## src/rtl/assert_macros.svh

```systemverilog
// Assertion macros used by the top-level RTL file.
`ifndef ASSERT_MACROS_SVH
`define ASSERT_MACROS_SVH

// Check a property on every rising edge of clk, quiet while rst_n is low.
`define ASSERT_CLK(lbl, prop, msg) \
  lbl: assert property (@(posedge clk) disable iff (!rst_n) (prop)) else $error(msg);

// Check that an expression never holds.
`define ASSERT_NEVER(lbl, expr, msg) \
  `ASSERT_CLK(lbl, !(expr), msg)

`endif

```

## src/rtl/sfcrb_pkg.sv

```systemverilog
// Package: payload types, command and register codes, default depths.
package sfcrb_pkg;

  localparam int unsigned RX_DEPTH_DEF = 128;
  localparam int unsigned TX_DEPTH_DEF = 256;

  localparam int unsigned CMD_W      = 2;
  localparam int unsigned BYTE_W     = 8;
  localparam int unsigned CFG_IDX_W  = 1;

  // Command codes
  localparam logic [CMD_W-1:0] CMD_LINK = 2'd0;  // link byte exchanged
  localparam logic [CMD_W-1:0] CMD_PUSH = 2'd1;  // host pushes a reply byte
  localparam logic [CMD_W-1:0] CMD_POP  = 2'd2;  // host pops a received byte

  // Configuration register indexes
  localparam logic [CFG_IDX_W-1:0] REG_START_CODE = 1'd0;
  localparam logic [CFG_IDX_W-1:0] REG_END_CODE   = 1'd1;

  localparam logic [BYTE_W-1:0] START_CODE_RST = 8'd1;
  localparam logic [BYTE_W-1:0] END_CODE_RST   = 8'd13;

  typedef struct packed {
    logic [CMD_W-1:0]  command;
    logic [BYTE_W-1:0] data;
  } in_t;

  typedef struct packed {
    logic [BYTE_W-1:0] link_out_byte;
    logic [BYTE_W-1:0] host_byte;
    logic              host_byte_valid;
    logic              frame_complete;
    logic              dropped;
  } out_t;

endpackage

```

## src/rtl/spi_framed_command_reply_buffer.sv

```systemverilog
// Top level: framed command/reply byte buffer with receive and reply ring queues.
//
//  channel  | ports                              | handshake
//  ---------+------------------------------------+---------------------------------
//  input    | start, busy, in_data               | beat taken when start && !busy
//  result   | out_valid, out_data                | one-cycle strobe, cannot be held
//  config   | cfg_valid, cfg_ready, cfg_index,   | write taken when valid && ready
//           | cfg_data                           |
//
// One beat is taken every clock; busy stays low. Each beat gives exactly one
// result, strobed on out_valid in the cycle after the beat is taken, so the
// rate is one beat a clock. The result timing is set by the registered read
// port of each queue memory: the queue word at the head pointer is read at
// the same edge that takes the beat.
// Reset is synchronous, active low; it clears pointers, levels and frame
// state and restores the default codes. Queue contents are left as they are.
// The receiver cannot stall, so nothing backs up behind the result register.
`include "assert_macros.svh"

module spi_framed_command_reply_buffer
  import sfcrb_pkg::*;
#(
  parameter int unsigned RX_DEPTH = RX_DEPTH_DEF,
  parameter int unsigned TX_DEPTH = TX_DEPTH_DEF
) (
  input  logic                 clk,
  input  logic                 rst_n,
  // input beats
  input  logic                 start,
  output logic                 busy,
  input  in_t                  in_data,
  // results
  output logic                 out_valid,
  output out_t                 out_data,
  // configuration writes
  input  logic                 cfg_valid,
  output logic                 cfg_ready,
  input  logic [CFG_IDX_W-1:0] cfg_index,
  input  logic [BYTE_W-1:0]    cfg_data
);

  localparam int unsigned RX_PW = $clog2(RX_DEPTH);
  localparam int unsigned TX_PW = $clog2(TX_DEPTH);
  localparam int unsigned RX_LW = $clog2(RX_DEPTH + 1);
  localparam int unsigned TX_LW = $clog2(TX_DEPTH + 1);

  localparam logic [RX_PW-1:0] RX_LAST = RX_PW'(RX_DEPTH - 1);
  localparam logic [TX_PW-1:0] TX_LAST = TX_PW'(TX_DEPTH - 1);
  localparam logic [RX_LW-1:0] RX_FULL = RX_LW'(RX_DEPTH);
  localparam logic [TX_LW-1:0] TX_FULL = TX_LW'(TX_DEPTH);

  // Queue memories; no reset, every entry that reaches the output is written first.
  logic [BYTE_W-1:0] rx_mem [RX_DEPTH];
  logic [BYTE_W-1:0] tx_mem [TX_DEPTH];

  // Configuration
  logic [BYTE_W-1:0] start_code_r;
  logic [BYTE_W-1:0] end_code_r;

  // Queue and frame state
  logic [RX_PW-1:0] rx_wp_r, rx_wp_nxt;
  logic [RX_PW-1:0] rx_rp_r, rx_rp_nxt;
  logic [RX_LW-1:0] rx_level_r, rx_level_nxt;
  logic [TX_PW-1:0] tx_wp_r, tx_wp_nxt;
  logic [TX_PW-1:0] tx_rp_r, tx_rp_nxt;
  logic [TX_LW-1:0] tx_level_r, tx_level_nxt;
  logic             in_frame_r, in_frame_nxt;
  logic             reply_en_r, reply_en_nxt;

  // Per-beat decisions
  logic accept;
  logic frame_open;
  logic rx_we, tx_we;
  logic take, pop_hit, complete, drop;

  // Result register
  logic              out_valid_r;
  logic              take_r, pop_hit_r, complete_r, drop_r;
  logic [BYTE_W-1:0] tx_rd_r, rx_rd_r;

  assign busy      = 1'b0;
  assign cfg_ready = 1'b1;
  assign accept    = start && !busy;

  // Work out the whole effect of one beat on the queues and the frame state.
  always_comb begin
    rx_wp_nxt    = rx_wp_r;
    rx_rp_nxt    = rx_rp_r;
    rx_level_nxt = rx_level_r;
    tx_wp_nxt    = tx_wp_r;
    tx_rp_nxt    = tx_rp_r;
    tx_level_nxt = tx_level_r;
    in_frame_nxt = in_frame_r;
    reply_en_nxt = reply_en_r;
    frame_open   = 1'b0;
    rx_we        = 1'b0;
    tx_we        = 1'b0;
    take         = 1'b0;
    pop_hit      = 1'b0;
    complete     = 1'b0;
    drop         = 1'b0;
    if (accept) begin
      unique case (in_data.command)
        CMD_LINK: begin
          // Start code while idle opens a frame and flushes pending replies.
          frame_open = !in_frame_r && (in_data.data == start_code_r);
          if (frame_open) begin
            in_frame_nxt = 1'b1;
            if (tx_level_r != '0) begin
              tx_level_nxt = '0;
              tx_wp_nxt    = '0;
              tx_rp_nxt    = '0;
            end
          end
          // Inside a frame: store every byte, drop it when the queue is full.
          if (in_frame_r || frame_open) begin
            if (rx_level_r != RX_FULL) begin
              rx_we        = 1'b1;
              rx_wp_nxt    = (rx_wp_r == RX_LAST) ? '0 : rx_wp_r + 1'b1;
              rx_level_nxt = rx_level_r + 1'b1;
            end else begin
              drop = 1'b1;
            end
            if (in_data.data == end_code_r) begin
              in_frame_nxt = 1'b0;
              reply_en_nxt = 1'b1;
              complete     = 1'b1;
            end
          end
          // Send the head reply byte; a flush leaves the level at zero here.
          if (reply_en_nxt && (tx_level_nxt != '0)) begin
            take         = 1'b1;
            tx_rp_nxt    = (tx_rp_r == TX_LAST) ? '0 : tx_rp_r + 1'b1;
            tx_level_nxt = tx_level_r - 1'b1;
            if (tx_level_r == TX_LW'(1)) begin
              reply_en_nxt = 1'b0;
            end
          end
        end
        CMD_PUSH: begin
          if (tx_level_r != TX_FULL) begin
            tx_we        = 1'b1;
            tx_wp_nxt    = (tx_wp_r == TX_LAST) ? '0 : tx_wp_r + 1'b1;
            tx_level_nxt = tx_level_r + 1'b1;
          end else begin
            drop = 1'b1;
          end
        end
        CMD_POP: begin
          if (rx_level_r != '0) begin
            pop_hit      = 1'b1;
            rx_rp_nxt    = (rx_rp_r == RX_LAST) ? '0 : rx_rp_r + 1'b1;
            rx_level_nxt = rx_level_r - 1'b1;
          end
        end
        default: begin
          // unused command: no state change, all-zero result
        end
      endcase
    end
  end

  // Control state, configuration and result flags.
  always_ff @(posedge clk) begin
    if (!rst_n) begin
      start_code_r <= START_CODE_RST;
      end_code_r   <= END_CODE_RST;
      rx_wp_r      <= '0;
      rx_rp_r      <= '0;
      rx_level_r   <= '0;
      tx_wp_r      <= '0;
      tx_rp_r      <= '0;
      tx_level_r   <= '0;
      in_frame_r   <= 1'b0;
      reply_en_r   <= 1'b0;
      out_valid_r  <= 1'b0;
      take_r       <= 1'b0;
      pop_hit_r    <= 1'b0;
      complete_r   <= 1'b0;
      drop_r       <= 1'b0;
    end else begin
      if (cfg_valid && cfg_ready) begin
        unique case (cfg_index)
          REG_START_CODE: start_code_r <= cfg_data;
          REG_END_CODE:   end_code_r   <= cfg_data;
          default: ;
        endcase
      end
      rx_wp_r     <= rx_wp_nxt;
      rx_rp_r     <= rx_rp_nxt;
      rx_level_r  <= rx_level_nxt;
      tx_wp_r     <= tx_wp_nxt;
      tx_rp_r     <= tx_rp_nxt;
      tx_level_r  <= tx_level_nxt;
      in_frame_r  <= in_frame_nxt;
      reply_en_r  <= reply_en_nxt;
      out_valid_r <= accept;
      take_r      <= take;
      pop_hit_r   <= pop_hit;
      complete_r  <= complete;
      drop_r      <= drop;
    end
  end

  // Queue memories: one write port, registered read at the head pointer.
  always_ff @(posedge clk) begin
    if (rx_we) begin
      rx_mem[rx_wp_r] <= in_data.data;
    end
    rx_rd_r <= rx_mem[rx_rp_r];
  end

  always_ff @(posedge clk) begin
    if (tx_we) begin
      tx_mem[tx_wp_r] <= in_data.data;
    end
    tx_rd_r <= tx_mem[tx_rp_r];
  end

  // Zero each byte that the beat did not produce.
  assign out_valid                = out_valid_r;
  assign out_data.link_out_byte   = take_r    ? tx_rd_r : '0;
  assign out_data.host_byte       = pop_hit_r ? rx_rd_r : '0;
  assign out_data.host_byte_valid = pop_hit_r;
  assign out_data.frame_complete  = complete_r;
  assign out_data.dropped         = drop_r;

  // Every taken beat yields its result on the next cycle.
  `ASSERT_CLK(a_result_follows, accept |=> out_valid_r, "taken beat gave no result")
  // Levels never run past the queue depth.
  `ASSERT_NEVER(a_rx_level, rx_level_r > RX_FULL, "receive level above depth")
  `ASSERT_NEVER(a_tx_level, tx_level_r > TX_FULL, "reply level above depth")
  // A pop never sends a reply byte and never drops.
  `ASSERT_NEVER(a_excl, pop_hit_r && (take_r || drop_r), "result flags from mixed commands")

endmodule
```

## config.mk

```make
export PLATFORM = sky130hd
export DESIGN_NAME = spi_framed_command_reply_buffer
export DESIGN_NICKNAME = d
export VERILOG_FILES = /design/src/rtl/sfcrb_pkg.sv /design/src/rtl/spi_framed_command_reply_buffer.sv
export VERILOG_INCLUDE_DIRS = /design/src /design/src/rtl
export SDC_FILE = /design/constraint.sdc
export NUM_CORES = 2
export LEC_CHECK = 0
export ABC_CLOCK_PERIOD_IN_PS = 3600
export CAP_MARGIN = 20
export CELL_PAD_IN_SITES_DETAIL_PLACEMENT = 2
export CELL_PAD_IN_SITES_GLOBAL_PLACEMENT = 2
export CORE_MARGIN = 2
export CORE_UTILIZATION = 51
export CTS_CLUSTER_DIAMETER = 40
export DETAILED_ROUTE_END_ITERATION = 7
export DONT_BUFFER_PORTS = 1
export GPL_TIMING_DRIVEN = 0
export MAX_ROUTING_LAYER = met4
export PLACE_DENSITY_LB_ADDON = 0.08
export SETUP_SLACK_MARGIN = 0.2
export SYNTH_ARGS = -nofsm -noshare
export SYNTH_HDL_FRONTEND = slang
export SYNTH_SLANG_ARGS = --single-unit
export TNS_END_PERCENT = 10
```

## constraint.sdc

```tcl
create_clock -name clk -period 3.6 [get_ports clk]
set_clock_uncertainty 0.15 [all_clocks]
set_input_delay 0.36 -clock clk [delete_from_list [all_inputs] [get_ports clk]]
set_output_delay 0.36 -clock clk [all_outputs]
set_load 0.01 [all_outputs]
```

==> impl_metrics.py, run 1 <==
metrics = {
    "outcome": {
        "error": "[ERROR DPL-0033] detailed placement checks failed during check placement.",
        "outcome": "stopped before the end",
        "lastStage": "detailed placement",
    },
    "place": {
        "io_buffers": 0,
        "dp_hpwl_microns": 326000,
        "globalplace.congestion": 0.996,
    },
    "synthesis": {
        "synth_top_area_share_pct": 74.8,
        "synth.yosys.seq_area_share_pct": 76.2,
        "synth_top_area_cell": "edfxtp_1",
        "ys_async_sr_fraction_pct": 0,
        "synth_cell_type_count": 74,
        "synth_fp_nets": 5913,
        "synth-seq-cells": 3158,
        "synth-edff-count": 3072,
        "yosysWarnings": 0,
        "synth_area_per_cell_sq_um": 21.0,
        "syn_area_sq_um": 123000,
        "synthTopCellsByArea": "edfxtp_1 75%, mux4_2 15%, nor2_1 1.4%",
        "synth_common_cells": "3,072 x edfxtp_1, 839 x mux4_2, 468 x nor2_1, 199 x nand2_1, 163 x clkbuf_1",
        "synth-main-ff-cell": "edfxtp_1",
        "syn-instance-count": 5872,
        "yosysMostFrequentCell": "edfxtp_1",
    },
    "floorplan": {
        "initial_core_util_pct": 51.3,
        "pin_count": 45,
        "die_x_microns": 496,
        "dieHeight_microns": 496,
        "placementRows": 180,
    },
}
[metrics by stage]
step	TNS (ps)	hold slack, ps	instances	cell area [sq um]
after floorplan	0	298	5872	123000
after global placement	-4668900	307	9057	127000
[cells by family after synthesis]
group	synth area share (%)
compound gates	2.17
other cells	0.00609
simple gates	3.43
buf+inv	1.51
xor+xnor	0.227
mux	16.3
flops	76.2
fa+ha+maj	0.189
==> run 2, diff against run 1 <==
- CELL_PAD_IN_SITES_DETAIL_PLACEMENT: 2 -> not set
- CELL_PAD_IN_SITES_GLOBAL_PLACEMENT: 2 -> not set
- CORE_UTILIZATION: 51 -> 40
- CTS_CLUSTER_DIAMETER: 40 -> not set
- MAX_ROUTING_LAYER: met4 -> not set
- PLACE_DENSITY_LB_ADDON: 0.08 -> 0.15
- SETUP_SLACK_MARGIN: 0.2 -> not set
==> impl_metrics.py, run 2 <==
metrics = {
    "synthesis": {
        "syn_area_sq_um": 123000,
        "synth-edff-count": 3072,
        "ys_async_sr_fraction_pct": 0,
        "yosysWarnings": 0,
        "yosysMostFrequentCell": "edfxtp_1",
        "synthTopCellsByArea": "edfxtp_1 75%, mux4_2 15%, nor2_1 1.4%",
        "synth.yosys.seq_area_share_pct": 76.2,
        "synth-main-ff-cell": "edfxtp_1",
        "synth-seq-cells": 3158,
        "synth_common_cells": "3,072 x edfxtp_1, 839 x mux4_2, 468 x nor2_1, 199 x nand2_1, 163 x clkbuf_1",
        "synth_top_area_share_pct": 74.8,
        "synth_top_area_cell": "edfxtp_1",
        "synth_area_per_cell_sq_um": 21.0,
        "synth_cell_type_count": 74,
        "synth_fp_nets": 5913,
        "syn-instance-count": 5872,
    },
    "timing": {
        "slew_violations": 297,
        "grt_setup_unrepaired": "yes",
        "slew_headroom_pct": -26.1,
        "whs_ps": -638,
        "worst_pin_slew_ps": 1890,
        "max_freq_mhz": 256,
        "final.period_utilization_pct": 109,
        "setup-tns-final_ps": -67990,
        "period_needed_ps": 3910,
        "setup_viol": 698,
        "hold_viol_final": 580,
        "setup_slack_ps": -309,
    },
    "worst_hold_path": {
        "hp-class": "input pin to flip-flop",
    },
    "setup_path": {
        "critPathMaxStageDelay_ps": 910,
        "crit_chain": "nor2b_1 -> nand2_1 -> clkbuf_2 -> nor2_1",
        "start_kind": "flip-flop",
        "critPathKind": "flip-flop to flip-flop",
        "arrival_ps": 4350,
        "cp_slowest_cell": "nor2_1",
        "path_max_fanout": 10,
        "critPathCaptureType": "flip-flop",
        "cp_top_family": "simple AND/OR/NAND/NOR gates",
        "critPathBufInv": 1,
        "required_ps": 4040,
    },
    "clock_network": {
        "htreeDepth": 5,
        "path_clk_slew_ps": 60,
        "root_buffer": "clkbuf_16",
        "clk_path_buf_depth": 4,
        "cts_tree": "built",
        "cts_made_buffers": 333,
        "clk_latency_ps": 940,
        "clock-sinks": 3158,
    },
    "grt": {
        "antenna_found_initial": 27,
        "grt.overflow.total": 0,
        "grt_pass1_wl_microns": 592000,
        "grt_usage_pct": 28.2,
        "grt_pass1_vias": 64615,
        "grt_max_degree": 387,
    },
    "place": {
        "io_buffers": 0,
        "dp_hpwl_microns": 280000,
        "globalplace.congestion": 0.970,
    },
    "routing": {
        "antenna_left": 0,
        "drt_wl_total_microns": 453000,
        "vias_per_cell": 6.24,
        "drcViolationCount": 0,
        "drt_first_iter_violations": 9762,
        "firstDrtPassIters": 6,
        "vias": 67029,
        "wl_per_cell_microns": 42.2,
    },
    "power": {
        "power.switching_uw": 15200,
        "cellPowerDensity_nw_per_um2": 516,
        "p_seq_share_pct": 53.9,
        "power.internal_uw": 59700,
        "leakage_uw": 0.0432,
        "peakVddDrop_v": 0.000543,
        "swShare_pct": 20.3,
        "power_frac_comb_pct": 0.8,
        "clock_power_share_pct": 45.3,
    },
    "outcome": {
        "violations": "negative hold slack, max-slew violations, negative setup slack",
        "outcome": "finished with violations",
    },
    "floorplan": {
        "dieArea_sq_um": 313000,
        "placementRows": 203,
        "pin_count": 45,
        "dieHeight_microns": 559,
        "initial_core_util_pct": 40.3,
        "coreArea_sq_um": 306000,
        "die_x_microns": 559,
    },
    "layout": {
        "regMostFlops": "tx_mem",
        "final_util_pct": 47.3,
        "fill_cells": 25537,
        "drive_above_1_share_pct": 31.3,
        "multi_input_area_sq_um": 29700,
        "largest_reg_flops": 2048,
        "area_growth_pct": 17.5,
        "nets": 6418,
        "register_area_sq_um": 94000,
        "most-common-layout-cells": "3,072 x edfxtp_1, 839 x mux4_2, 337 x clkbuf_16",
        "top_regs": "tx_mem (2048), rx_mem (1024), tx_level_r (9)",
        "final_common_cell": "edfxtp_1",
    },
    "flow_run": {
        "max_cap_viol_count": 0,
    },
}
==> run 2: cell families (layout without fill, tap and decap cells) <==
kind of cell	after synthesis	after routing	share of synthesized area [%]
AND/OR/NAND/NOR	951	951	3.43
buffers and inverters	362	1126	1.51
XOR/XNOR	32	32	0.227
adder cells (fa/ha/maj)	18	18	0.189
AO/OA/AOI/OAI	390	390	2.17
multiplexers	959	959	16.3
other	2	12	0.00609
flip-flops	3158	3158	76.2
==> run 2: worst paths after layout <==
kind                         from               to  slack (ps)  cells past startpoint
setup / recovery       tx_wp_r[2]    tx_mem[69][6]        -310                      4
setup reg to reg       tx_wp_r[2]    tx_mem[69][6]        -310                      4
hold reg to reg   start_code_r[7]  start_code_r[7]         320                      2
hold / removal         in_data[3]    tx_mem[94][3]        -640                      0
==> run 2: power groups by stage <==
stage	registers, uW	logic (uW)	clock network (uW)
after floorplan	41100	133	0
after global placement	41100	203	0
after detailed placement	41100	207	0
after CTS	40300	253	34200
after global routing	40300	595	35600
final	40400	568	34000
==> run 2: cell type report <==
cell class | instances | area share [%]
Sequential cell | 3158 | 64.8
Multi-Input combinational cell | 2352 | 20.5
Clock buffer | 422 | 6.06
Tap cell | 4100 | 3.54
Buffer | 345 | 2.26
Timing Repair Buffer | 171 | 1.57
Clock inverter | 172 | 1.19
Inverter | 16 | 0.0492
Antenna cell | 10 | 0.0173
==> run 2: layer usage <==
layer / wire [microns] / share of wire [%] / global-route usage [%]
met1: 169000 / 37 / 36.4
met2: 209000 / 46 / 43.7
met3: 43800 / 9.7 / 6.72
met4: 31100 / 6.9 / 16.7
met5: 85 / 0.019 / 0
==> run 2: timing repair <==
item,in CTS,in global routing
setup endpoints to repair,2362,2718
hold buffers,28,14
gates cloned,0,0
resized for setup,748,241
hold endpoints to repair,3126,2174
setup buffers,58,3
pin swaps,12,6
==> run 2: per-stage QoR <==
stage | worst slack (ps) | total power [uW] | std cells | cell area [sq um]
floorplan | 700 | 41200 | 5872 | 123000
global placement | -3700 | 41300 | 9972 | 129000
detailed placement | -2540 | 41300 | 10036 | 130000
CTS | -232 | 74800 | 10715 | 144000
global route | -212 | 76500 | 10739 | 145000
finish | -309 | 74900 | 10746 | 145000
(Power assumes the default switching activity.)
